$ cat config.mk
export PLATFORM = sky130hd
export DESIGN_NAME = credit_counted_message_fifo
export DESIGN_NICKNAME = d
export VERILOG_FILES = /design/src/design/cmf_pkg.sv /design/src/design/cmf_front.sv /design/src/design/cmf_opq.sv /design/src/design/cmf_back.sv /design/src/design/credit_counted_message_fifo.sv
export SDC_FILE = /design/constraint.sdc
export NUM_CORES = 1
export LEC_CHECK = 0
export BUFFER_PORTS_ARGS = -buffer_cell sky130_fd_sc_hd__buf_2
export CELL_PAD_IN_SITES_DETAIL_PLACEMENT = 1
export CELL_PAD_IN_SITES_GLOBAL_PLACEMENT = 1
export CORE_MARGIN = 3
export CORE_UTILIZATION = 55
export CTS_BUF_LIST = sky130_fd_sc_hd__clkbuf_4
export DETAILED_ROUTE_END_ITERATION = 16
export PLACE_DENSITY_LB_ADDON = 0.1
export REMOVE_ABC_BUFFERS = 1
export SYNTH_ARGS = -nofsm -noshare
export SYNTH_HDL_FRONTEND = slang
export SYNTH_SLANG_ARGS = --single-unit
$ cat constraint.sdc
create_clock -name clk -period 14.15 [get_ports clk]
set_input_delay 0.7075 -clock clk [delete_from_list [all_inputs] [get_ports clk]]
set_output_delay 0.7075 -clock clk [all_outputs]
set_load 0.02 [all_outputs]
$ cat src/design/cmf_pkg.sv
`timescale 1ns / 1ps
// shared types and constants of the credit counted message fifo
// no dependencies

package cmf_pkg;

  localparam int ID_W         = 32;
  localparam int SIZE_W       = 16;
  localparam int CMD_W        = 2;
  localparam int FLIT_W       = 11;
  localparam int COST_W       = 16;
  localparam int CREDIT_OUT_W = 5;
  localparam int OPQ_DEPTH    = 2;
  localparam int DIV_STEPS    = 4;

  localparam logic [FLIT_W-1:0] FLIT_RESET = 11'd64;

  localparam logic [CMD_W-1:0] CMD_IDLE     = 2'd0;
  localparam logic [CMD_W-1:0] CMD_PUSH     = 2'd1;
  localparam logic [CMD_W-1:0] CMD_POP      = 2'd2;
  localparam logic [CMD_W-1:0] CMD_POP_PUSH = 2'd3;

  typedef struct packed {
    logic [CMD_W-1:0]  cmd;
    logic [ID_W-1:0]   msg_id;
    logic [SIZE_W-1:0] msg_size;
  } item_t;

  typedef struct packed {
    logic                    head_valid;
    logic [ID_W-1:0]         head_id;
    logic [SIZE_W-1:0]       head_size;
    logic                    dropped;
    logic [CREDIT_OUT_W-1:0] credits_left;
  } result_t;

  // decoded operation handed from the front end to the back end
  typedef struct packed {
    logic              do_pop;
    logic              do_push;
    logic [ID_W-1:0]   msg_id;
    logic [SIZE_W-1:0] msg_size;
    logic [COST_W-1:0] cost;
  } op_t;

endpackage

$ cat src/design/cmf_front.sv
`timescale 1ns / 1ps
// front end: accepts items, decodes the command and works out the credit cost
// depends on cmf_pkg

module cmf_front (
  input  logic                       clk,
  input  logic                       rst,
  input  logic [cmf_pkg::FLIT_W-1:0] flit_width,
  input  logic                       push,
  output logic                       full,
  input  cmf_pkg::item_t             item,
  output cmf_pkg::op_t               op,
  output logic                       op_push,
  input  logic                       op_full
);
  import cmf_pkg::*;

  localparam int DIV_CYCLES = SIZE_W / DIV_STEPS;
  localparam int STEP_W     = (DIV_CYCLES > 1) ? $clog2(DIV_CYCLES) : 1;

  typedef enum logic [1:0] {F_IDLE, F_DIV, F_PUT} state_t;

  state_t              state;
  op_t                 op_reg;
  logic [FLIT_W-1:0]   divisor;
  logic [FLIT_W-1:0]   rem;
  logic [SIZE_W-1:0]   num;
  logic [STEP_W-1:0]   step;

  logic [FLIT_W-1:0]   rem_next;
  logic [SIZE_W-1:0]   num_next;
  logic [FLIT_W:0]     trial;
  logic                accept;
  logic                is_push;
  logic                is_pop;

  // radix-16 restoring division, four quotient bits per cycle
  always_comb begin
    trial    = '0;
    rem_next = rem;
    num_next = num;
    for (int i = 0; i < DIV_STEPS; i++) begin
      trial    = {rem_next, num_next[SIZE_W-1]};
      num_next = {num_next[SIZE_W-2:0], 1'b0};
      if (trial >= {1'b0, divisor}) begin
        trial       = trial - {1'b0, divisor};
        num_next[0] = 1'b1;
      end
      rem_next = trial[FLIT_W-1:0];
    end
  end

  assign is_push = item.cmd inside {CMD_PUSH, CMD_POP_PUSH};
  assign is_pop  = item.cmd inside {CMD_POP, CMD_POP_PUSH};
  assign accept  = push && (state == F_IDLE);
  assign full    = (state != F_IDLE);
  assign op      = op_reg;
  assign op_push = (state == F_PUT) && !op_full;

  always_ff @(posedge clk) begin
    if (rst) begin
      state <= F_IDLE;
    end else begin
      case (state)
        F_IDLE: begin
          if (accept) begin
            op_reg.do_pop   <= is_pop;
            op_reg.do_push  <= is_push;
            op_reg.msg_id   <= item.msg_id;
            op_reg.msg_size <= item.msg_size;
            op_reg.cost     <= '0;
            divisor         <= (flit_width == '0) ? FLIT_W'(1) : flit_width;
            rem             <= '0;
            num             <= item.msg_size;
            step            <= '0;
            state           <= is_push ? F_DIV : F_PUT;
          end
        end
        F_DIV: begin
          rem  <= rem_next;
          num  <= num_next;
          step <= step + STEP_W'(1);
          if (step == STEP_W'(DIV_CYCLES - 1)) begin
            // round up: a partial flit still costs a credit
            op_reg.cost <= COST_W'(num_next) + COST_W'(rem_next != '0);
            state       <= F_PUT;
          end
        end
        F_PUT: begin
          if (!op_full) begin
            state <= F_IDLE;
          end
        end
        default: begin
          state <= F_IDLE;
        end
      endcase
    end
  end

endmodule

$ cat src/design/cmf_opq.sv
`timescale 1ns / 1ps
// short queue of decoded operations between the front and back ends
// depends on cmf_pkg

module cmf_opq (
  input  logic         clk,
  input  logic         rst,
  input  logic         wr,
  input  cmf_pkg::op_t wr_op,
  output logic         full,
  input  logic         rd,
  output cmf_pkg::op_t rd_op,
  output logic         empty
);
  import cmf_pkg::*;

  localparam int PTR_W = (OPQ_DEPTH > 1) ? $clog2(OPQ_DEPTH) : 1;
  localparam int CNT_W = $clog2(OPQ_DEPTH + 1);

  op_t              entries [OPQ_DEPTH];
  logic [PTR_W-1:0] wr_ptr;
  logic [PTR_W-1:0] rd_ptr;
  logic [CNT_W-1:0] count;
  logic             do_wr;
  logic             do_rd;

  assign full  = (count == CNT_W'(OPQ_DEPTH));
  assign empty = (count == '0);
  assign do_wr = wr && !full;
  assign do_rd = rd && !empty;
  assign rd_op = entries[rd_ptr];

  always_ff @(posedge clk) begin
    if (do_wr) begin
      entries[wr_ptr] <= wr_op;
    end
  end

  always_ff @(posedge clk) begin
    if (rst) begin
      wr_ptr <= '0;
      rd_ptr <= '0;
      count  <= '0;
    end else begin
      if (do_wr) begin
        wr_ptr <= (wr_ptr == PTR_W'(OPQ_DEPTH - 1)) ? '0 : wr_ptr + PTR_W'(1);
      end
      if (do_rd) begin
        rd_ptr <= (rd_ptr == PTR_W'(OPQ_DEPTH - 1)) ? '0 : rd_ptr + PTR_W'(1);
      end
      count <= count + CNT_W'(do_wr) - CNT_W'(do_rd);
    end
  end

endmodule

$ cat src/design/cmf_back.sv
`timescale 1ns / 1ps
// back end: slot memory, credit pool and the result register
// depends on cmf_pkg

module cmf_back #(
  parameter int BUFFER_DEPTH = 16
) (
  input  logic             clk,
  input  logic             rst,
  input  cmf_pkg::op_t     op,
  input  logic             op_empty,
  output logic             op_pop,
  output logic             empty,
  input  logic             pop,
  output cmf_pkg::result_t result
);
  import cmf_pkg::*;

  localparam int PTR_W = (BUFFER_DEPTH > 1) ? $clog2(BUFFER_DEPTH) : 1;
  localparam int CNT_W = $clog2(BUFFER_DEPTH + 1);

  typedef enum logic [1:0] {S_IDLE, S_EXEC, S_READ, S_DONE} state_t;

  typedef struct packed {
    logic [ID_W-1:0]   id;
    logic [SIZE_W-1:0] size;
    logic [CNT_W-1:0]  cost;
  } slot_t;

  slot_t            slots [BUFFER_DEPTH];
  slot_t            rd_data;

  state_t           state;
  op_t              cur;
  logic [PTR_W-1:0] head;
  logic [PTR_W-1:0] tail;
  logic [CNT_W-1:0] count;
  logic [CNT_W-1:0] credit;
  logic             drop;
  logic             out_valid;
  result_t          out_result;

  logic             pop_ok;
  logic             push_ok;
  logic [PTR_W-1:0] head_next;
  logic [PTR_W-1:0] tail_next;
  logic [CNT_W-1:0] count_pop;
  logic [CNT_W-1:0] credit_pop;

  assign op_pop = (state == S_IDLE) && !op_empty && !out_valid;
  assign empty  = !out_valid;
  assign result = out_result;

  // pop first, then push against what the pop left
  always_comb begin
    pop_ok     = cur.do_pop && (count != '0);
    head_next  = head;
    count_pop  = count;
    credit_pop = credit;
    if (pop_ok) begin
      head_next  = (head == PTR_W'(BUFFER_DEPTH - 1)) ? '0 : head + PTR_W'(1);
      count_pop  = count - CNT_W'(1);
      credit_pop = credit + rd_data.cost;
    end
    push_ok   = cur.do_push && (count_pop < CNT_W'(BUFFER_DEPTH)) &&
                (cur.cost <= COST_W'(credit_pop));
    tail_next = (tail == PTR_W'(BUFFER_DEPTH - 1)) ? '0 : tail + PTR_W'(1);
  end

  always_ff @(posedge clk) begin
    rd_data <= slots[head];
    if ((state == S_EXEC) && push_ok) begin
      slots[tail] <= '{id: cur.msg_id, size: cur.msg_size, cost: CNT_W'(cur.cost)};
    end
  end

  always_ff @(posedge clk) begin
    if (rst) begin
      state     <= S_IDLE;
      head      <= '0;
      tail      <= '0;
      count     <= '0;
      credit    <= CNT_W'(BUFFER_DEPTH);
      out_valid <= 1'b0;
    end else begin
      if (pop && out_valid) begin
        out_valid <= 1'b0;
      end
      case (state)
        S_IDLE: begin
          if (op_pop) begin
            cur   <= op;
            state <= S_EXEC;
          end
        end
        S_EXEC: begin
          head   <= head_next;
          count  <= count_pop + CNT_W'(push_ok);
          credit <= credit_pop - (push_ok ? CNT_W'(cur.cost) : '0);
          drop   <= cur.do_push && !push_ok;
          if (push_ok) begin
            tail <= tail_next;
          end
          state <= S_READ;
        end
        S_READ: begin
          state <= S_DONE;
        end
        S_DONE: begin
          out_valid               <= 1'b1;
          out_result.head_valid   <= (count != '0);
          out_result.head_id      <= (count != '0) ? rd_data.id : '0;
          out_result.head_size    <= (count != '0) ? rd_data.size : '0;
          out_result.dropped      <= drop;
          out_result.credits_left <= CREDIT_OUT_W'(credit);
          state                   <= S_IDLE;
        end
        default: begin
          state <= S_IDLE;
        end
      endcase
    end
  end

  a_count_bound: assert property (@(posedge clk) disable iff (rst)
    count <= CNT_W'(BUFFER_DEPTH))
    else $error("message count above buffer depth");

  a_credit_bound: assert property (@(posedge clk) disable iff (rst)
    credit <= CNT_W'(BUFFER_DEPTH))
    else $error("credit pool above buffer depth");

  a_empty_full_pool: assert property (@(posedge clk) disable iff (rst)
    (count == '0) |-> (credit == CNT_W'(BUFFER_DEPTH)))
    else $error("credits missing while queue is empty");

endmodule

$ cat src/design/credit_counted_message_fifo.sv
`timescale 1ns / 1ps
// top level of the credit counted message fifo (router input buffer)
// depends on cmf_pkg, cmf_front, cmf_opq, cmf_back

// A router input buffer that queues messages in arrival order against a pool
// of BUFFER_DEPTH credits; a message costs ceil(msg_size / flit_width) credits
// and is dropped (result dropped = 1) when credits or slots run short. Each
// item (idle, push, pop, or pop then push) gives exactly one result showing the
// head message and the credits left after it. A push item holds the front end
// through the transfer, the flit-count divider, which resolves four quotient
// bits per cycle over a 16-bit size, and the hand-off into the operation queue,
// which waits while that queue is full. Other items pass the front end with
// only the transfer and the hand-off. The back end takes every item through
// operation fetch, execute, head re-read through the registered read port of
// the slot memory, result load, and the result transfer that frees the result
// register; it fetches no new operation until that transfer. Front and back
// run on their own through a two-entry operation queue, and a finished result
// waits in its own register, so new items keep coming in while a result is not
// yet taken, until the operation queue and the front end fill up.
// flit_width is to be written through the cfg channel only while the block is
// idle, which the block itself does not enforce; zero is treated as one.

module credit_counted_message_fifo #(
  parameter int BUFFER_DEPTH = 16
) (
  input  logic                       clk,
  input  logic                       rst,
  input  logic                       push,
  output logic                       full,
  input  cmf_pkg::item_t             item,
  output logic                       empty,
  input  logic                       pop,
  output cmf_pkg::result_t           result,
  input  logic                       cfg_valid,
  output logic                       cfg_ready,
  input  logic [cmf_pkg::FLIT_W-1:0] cfg_data
);
  import cmf_pkg::*;

  logic [FLIT_W-1:0] flit_width;

  // decoded operations between the two halves
  op_t  fe_op;
  logic fe_op_push;
  logic q_full;
  op_t  q_op;
  logic q_empty;
  logic be_op_pop;

  // config register: one transfer per valid cycle, always ready
  assign cfg_ready = 1'b1;

  always_ff @(posedge clk) begin
    if (rst) begin
      flit_width <= FLIT_RESET;
    end else if (cfg_valid && cfg_ready) begin
      flit_width <= cfg_data;
    end
  end

  // front end: item transfer, command decode, credit cost
  cmf_front u_front (
    .clk        (clk),
    .rst        (rst),
    .flit_width (flit_width),
    .push       (push),
    .full       (full),
    .item       (item),
    .op         (fe_op),
    .op_push    (fe_op_push),
    .op_full    (q_full)
  );

  // decoupling queue
  cmf_opq u_opq (
    .clk   (clk),
    .rst   (rst),
    .wr    (fe_op_push),
    .wr_op (fe_op),
    .full  (q_full),
    .rd    (be_op_pop),
    .rd_op (q_op),
    .empty (q_empty)
  );

  // back end: slot memory, pointers, credit pool, result register
  cmf_back #(
    .BUFFER_DEPTH (BUFFER_DEPTH)
  ) u_back (
    .clk      (clk),
    .rst      (rst),
    .op       (q_op),
    .op_empty (q_empty),
    .op_pop   (be_op_pop),
    .empty    (empty),
    .pop      (pop),
    .result   (result)
  );

endmodule
==> results of run 1 <==
[synthesized netlist by cell type, drive strengths merged (7+ instances only)]
master	number
o21a	11
and2	7
nand2	103
a21o	13
nand3	15
mux2i	30
a211oi	9
nor3	18
nor2b	64
mux2	79
dfxtp	91
ha	75
o31ai	9
clkbuf	81
or3	7
xnor2	28
edfxtp	1208
a21oi	44
inv	52
nand4	11
nand2b	13
nor2	111
o21ai	43
mux4	265
buf	31
xor2	27
[timing repair]
item | 4_1_cts | 5_1_grt
endpoints found under the hold margin | 79 | 0
setup buffers | 0 | 0
hold buffers | 72 | 0
gates resized for setup | 0 | 0
[critical path: cells and delay by family (launching register included)]
family | cells | cell delay, ns
and+or+nand+nor | 6 | 3.03
AOI/OAI and AO/OA | 23 | 5.88
muxes | 2 | 0.70
adders and majority gates | 5 | 1.68
DFF | 1 | 0.36
buffers and inverters | 2 | 0.53
[cells by family after synthesis]
| kind of cell | Yosys count | synth area share |
|---|---|---|
| AO/OA/AOI/OAI | 171 | 0.0222 |
| XOR/XNOR | 55 | 0.00956 |
| adder cells (fa/ha/maj) | 81 | 0.0210 |
| buffers and inverters | 164 | 0.0126 |
| flip-flops | 1299 | 0.756 |
| multiplexers | 374 | 0.142 |
| other | 1 | 0.0000744 |
| AND/OR/NAND/NOR | 380 | 0.0366 |
[where the power goes]
part	total [mW]	internal [mW]	switching [mW]
registers	4.63	4.46	0.170
clock network	3.21	1.72	1.49
logic	4.42	1.70	2.73
total	12.3	7.87	4.39
[worst max-delay path by stage]
stage	end	slack [ns]	cells after the start
2_1_floorplan	u_back.slots[3][0]	2.45	17
3_3_place_gp	u_front.op[15]	2.23	38
3_5_place_dp	u_front.op[15]	1.85	38
4_1_cts	u_front.op[15]	1.73	38
5_1_grt	u_front.op[15]	0.78	39
6_report	u_front.op[15]	1.79	38
[placed cells by master, fill, tap and decap left out, drive strengths merged, types with 11 or more instances in the layout]
cell type and count:
clkbuf 511, a21o 13, xnor2 28, nor3 18, o21a 11, ha 75, xor2 27, nand2b 13
inv 60, mux2 79, buf 168, o21ai 43, mux2i 30, nand4 11, clkinv 67, edfxtp 1208
nand3 15, mux4 265, dfxtp 91, nor2b 64, dlygate4sd3 72, a21oi 44, nand2 103, nor2 111
[routing by layer]
layer	global-route usage	share of wire	vias up	routed length [um]
li1	-	-	11300	-
met1	0.347	0.40	13700	49200
met2	0.455	0.51	1019	63800
met3	0.0478	0.058	245	7160
met4	0.0985	0.030	0	3740
met5	0	0	-	0
[final cells by class]
| type | instances | area [um2] | area share |
|---|---|---|---|
| antenna | 7 | 17.5 | 0.000304 |
| clock buffer | 511 | 3840 | 0.0667 |
| clock inverter | 81 | 419 | 0.00728 |
| inverter | 52 | 195 | 0.00339 |
| multi-input combinational | 1062 | 11800 | 0.205 |
| sequential | 1299 | 38100 | 0.662 |
| tap | 1176 | 1470 | 0.0256 |
| timing repair buffer | 240 | 1680 | 0.0291 |
==> results.ini, run 1 <==
[outcome]
run_status = completed

[critical_path]
slowest_delay_ns = 0.78
r2r-end = u_front.op[15]
crit_start = u_front.divisor[5]
worst-setup-path-type = flip-flop to flip-flop
worstPathRequired_ns = 15.10
r2r_start = u_front.divisor[5]
cp_slowest_cell = nor4b_2
reg2reg_depth = 38
end_kind = flip-flop
crit_arrival_ns = 13.30
cp-start-kind = flip-flop
ff2ff_setup_slack_ns = 1.79
path_max_fanout = 18

[finish]
top_register = u_back.slots
stdcell_area_um2 = 57500
utilization = 0.636
nets = 3139
largest_reg_flops = 848
drive_above_1_share = 0.333
largestRegisters = u_back.slots: 848 flops, u_opq.entries: 132 flops
areaGrowthSynthToFinish_pct = 14.2
stdcell_count = 4428
fillers = 7789

[flow_run]
cap_violations = 0

[sta]
fin_skew_ns = 0.101
fin_ws_ns = 1.79
worstMarginPinSlew_ns = 1.19
rsz0062_at_grt = false
slew_headroom = 0.206
timing_hold_violations_final = 0
finalSetupViolCount = 0
fin_crit_sh = 0.873
fin_crit_ns = 12.36
max_freq_mhz = 80.9
setup_tns_ns = 0
whs_ns = 0.130
maxSlewViolCount = 0

[min_path]
hold_class = input pin to flip-flop
min_path_cells = 3
min_to = flit_width[2]
worstHoldStart = cfg_valid

[global_route]
overflow = 0
grt_max_degree = 66
grt_pass1_vias = 29100
grt_pass1_wl_um = 184000
antenna_found_initial = 2
grt_usage = 0.266

[placed_design]
dpl_cell_area_um2 = 52600
dpl_worst_slack_ns = 1.85
hpwlAfterDp_um = 66500
port_buffers = 122
place.gp.congestion = 0.868
dp_cells = 3757

[clock_network]
cts-root-buf = clkbuf_4
numCtsBuffers = 337
cts_tree = done
cts_sinks = 1299
clk_latency_ns = 1.18
htree_levels = 5
cts_buffer_depth = 4
path_clk_slew_ns = 0.07

[logic_synthesis]
synth_ff_type = edfxtp_1
ys_seq_area_frac = 0.756
synth-async-reset-ratio = 0
synth.avg_cell_area_um2 = 20.0
synth_edf_count = 1208
synth_largest_area_cell = edfxtp_1
synthesis.instances = 2525
mappedNetlistArea_um2 = 50400
synth_warnings = 0
yosys_register_bits = 1299
synth_top_area_frac = 0.720
yosysUniqueCellTypes = 64
synthTopCellsByArea = edfxtp_1 72%, mux4_2 12%, dfxtp_1 3.6%

[floorplanning]
die-height_um = 309
coreArea_um2 = 90400
die_width_um = 309
fp-row-count = 110
start_util = 0.557
dieArea_um2 = 95300
ios = 124

[detailed_routing]
post_drt_wl_per_cell_um = 28.0
first_pass_iters = 7
num_vias = 26300
drt_iter0_markers = 2512
routed_via_density = 5.93
routed_wl_um = 124000
drc = 0
ant_nets = 0

[power_and_ir_drop]
irDropWorstVdd_mv = 0.991
p_per_area_nw_per_um2 = 213
p_total_mw = 12.3
p_leak_nw = 19.2

Note: power is estimated with default switching activity, not from simulation.
==> inputs of run 2 (changes only) <==
--- a/config.mk
+++ b/config.mk
@@ -13,5 +13,5 @@
 export CTS_BUF_LIST = sky130_fd_sc_hd__clkbuf_4
 export DETAILED_ROUTE_END_ITERATION = 16
-export PLACE_DENSITY_LB_ADDON = 0.1
+export PLACE_DENSITY_LB_ADDON = 0.08
 export REMOVE_ABC_BUFFERS = 1
 export SYNTH_ARGS = -nofsm -noshare
==> constraint.sdc (replaced) <==
create_clock -name clk -period 14.15 [get_ports clk]
set_input_delay 1.415 -clock clk [delete_from_list [all_inputs] [get_ports clk]]
set_output_delay 1.415 -clock clk [all_outputs]
set_load 0.02 [all_outputs]
==> results.ini, run 2 (synthesis results as in run 1) <==
[finish]
areaGrowthSynthToFinish_pct = 12.7
final_common_cell = edfxtp_1
utilization = 0.628
largestRegisters = u_back.slots: 848 flops, u_opq.entries: 132 flops
nets = 3071
final_cell_mix = 1208 x edfxtp_1, 518 x clkbuf_4, 265 x mux4_2
largest_reg_flops = 848
top_register = u_back.slots
drive_above_1_share = 0.345
fillers = 7768

[critical_path]
end_kind = flip-flop
ff2ff_setup_slack_ns = 1.91
crit_start = u_front.divisor[9]
crit_buf_inv = 2
cp_slowest_cell = a21boi_0
r2r_start = u_front.divisor[9]
crit_arrival_ns = 13.19
path_max_fanout = 18
reg2reg_depth = 38
r2r-end = u_front.op[15]
cp_top_family = compound AO/OA/AOI/OAI gates
worstPathRequired_ns = 15.10
worst-setup-path-type = flip-flop to flip-flop
slowest_delay_ns = 0.90
cp-start-kind = flip-flop

[sta]
finalSetupViolCount = 0
max_freq_mhz = 81.7
fin_ws_ns = 1.91
timing_hold_violations_final = 0
rsz0062_at_grt = false
slew_headroom = 0.232
maxSlewViolCount = 0
worstMarginPinSlew_ns = 1.14
setup_tns_ns = 0
fin_crit_ns = 12.24
fin_crit_sh = 0.865
fin_skew_ns = 0.143

[global_route]
grt_pass1_wl_um = 177000
antenna_found_initial = 2
grt_max_degree = 67
grt_usage = 0.254
grt_pass1_vias = 28500
overflow = 0

[detailed_routing]
routed_wl_um = 118000
drc = 0
routed_via_density = 5.91
drt_iter0_markers = 2436
num_vias = 25700
post_drt_wl_per_cell_um = 27.2
ant_nets = 0
first_pass_iters = 5

[placed_design]
hpwlAfterDp_um = 64900
place.gp.congestion = 0.930
port_buffers = 122
dpl_worst_slack_ns = 1.99

[clock_network]
cts_setup_buffers = 0
htree_levels = 5
numCtsBuffers = 339
path_clk_slew_ns = 0.06
cts-root-buf = clkbuf_4
cts_hold_buf = 0
cts_sinks = 1299
cts_buffer_depth = 4
cts_resized = 0
clk_latency_ns = 1.18
cts_tree = done

[power_and_ir_drop]
p_per_area_nw_per_um2 = 215
irDropWorstVdd_mv = 0.749
p_leak_nw = 18.9

[outcome]
run_status = completed

[floorplanning]
dieArea_um2 = 95300
ios = 124
die-height_um = 309
die_width_um = 309
fp-row-count = 110
coreArea_um2 = 90400
start_util = 0.557

[min_path]
min_path_cells = 0
worstHoldStart = u_front.op[13]
hold_class = flip-flop to flip-flop
min_to = u_opq.entries[1][13]

[flow_run]
cap_violations = 0

run 2: how the worst max path moves through the flow:
stage	to	cells after the start
2_1_floorplan	u_back.slots[3][0]	17
3_3_place_gp	u_front.op[15]	38
3_5_place_dp	u_front.op[15]	38
4_1_cts	u_front.op[15]	38
5_1_grt	u_front.op[13]	38
6_report	u_front.op[15]	38
run 2: cell type report:
| type | count | area, um2 | area share |
|---|---|---|---|
| clock inverter | 57 | 313 | 0.00551 |
| antenna | 7 | 17.5 | 0.000308 |
| tap | 1176 | 1470 | 0.0259 |
| sequential | 1299 | 38100 | 0.671 |
| timing repair buffer | 170 | 971 | 0.0171 |
| inverter | 52 | 195 | 0.00344 |
| multi-input combinational | 1062 | 11800 | 0.208 |
| clock buffer | 518 | 3890 | 0.0685 |
run 2: per-layer routing:
| metal | share of wire | track usage |
|---|---|---|
| met1 | 0.41 | 0.343 |
| met2 | 0.51 | 0.421 |
| met4 | 0.024 | 0.0928 |
| met3 | 0.060 | 0.0467 |
| met5 | 0 | 0 |
run 2: metrics by stage:
stage	std cells	area (um2)	total power, mW	hold WS [ns]
2_1_floorplan	2413	50000	7.67	0.400
3_3_place_gp	3759	52600	9.04	0.422
4_1_cts	4334	56800	12.3	0.301
3_5_place_dp	3759	52600	9.10	0.432
5_1_grt	4341	56800	12.9	0.317
6_report	4341	56800	12.2	0.393
run 2: power by group:
group | total [mW] | leakage [nW] | internal (mW) | switching, mW
sequential | 4.62 | 11.7 | 4.46 | 0.164
clock | 3.16 | 2.54 | 1.71 | 1.45
combinational | 4.44 | 4.63 | 1.69 | 2.75
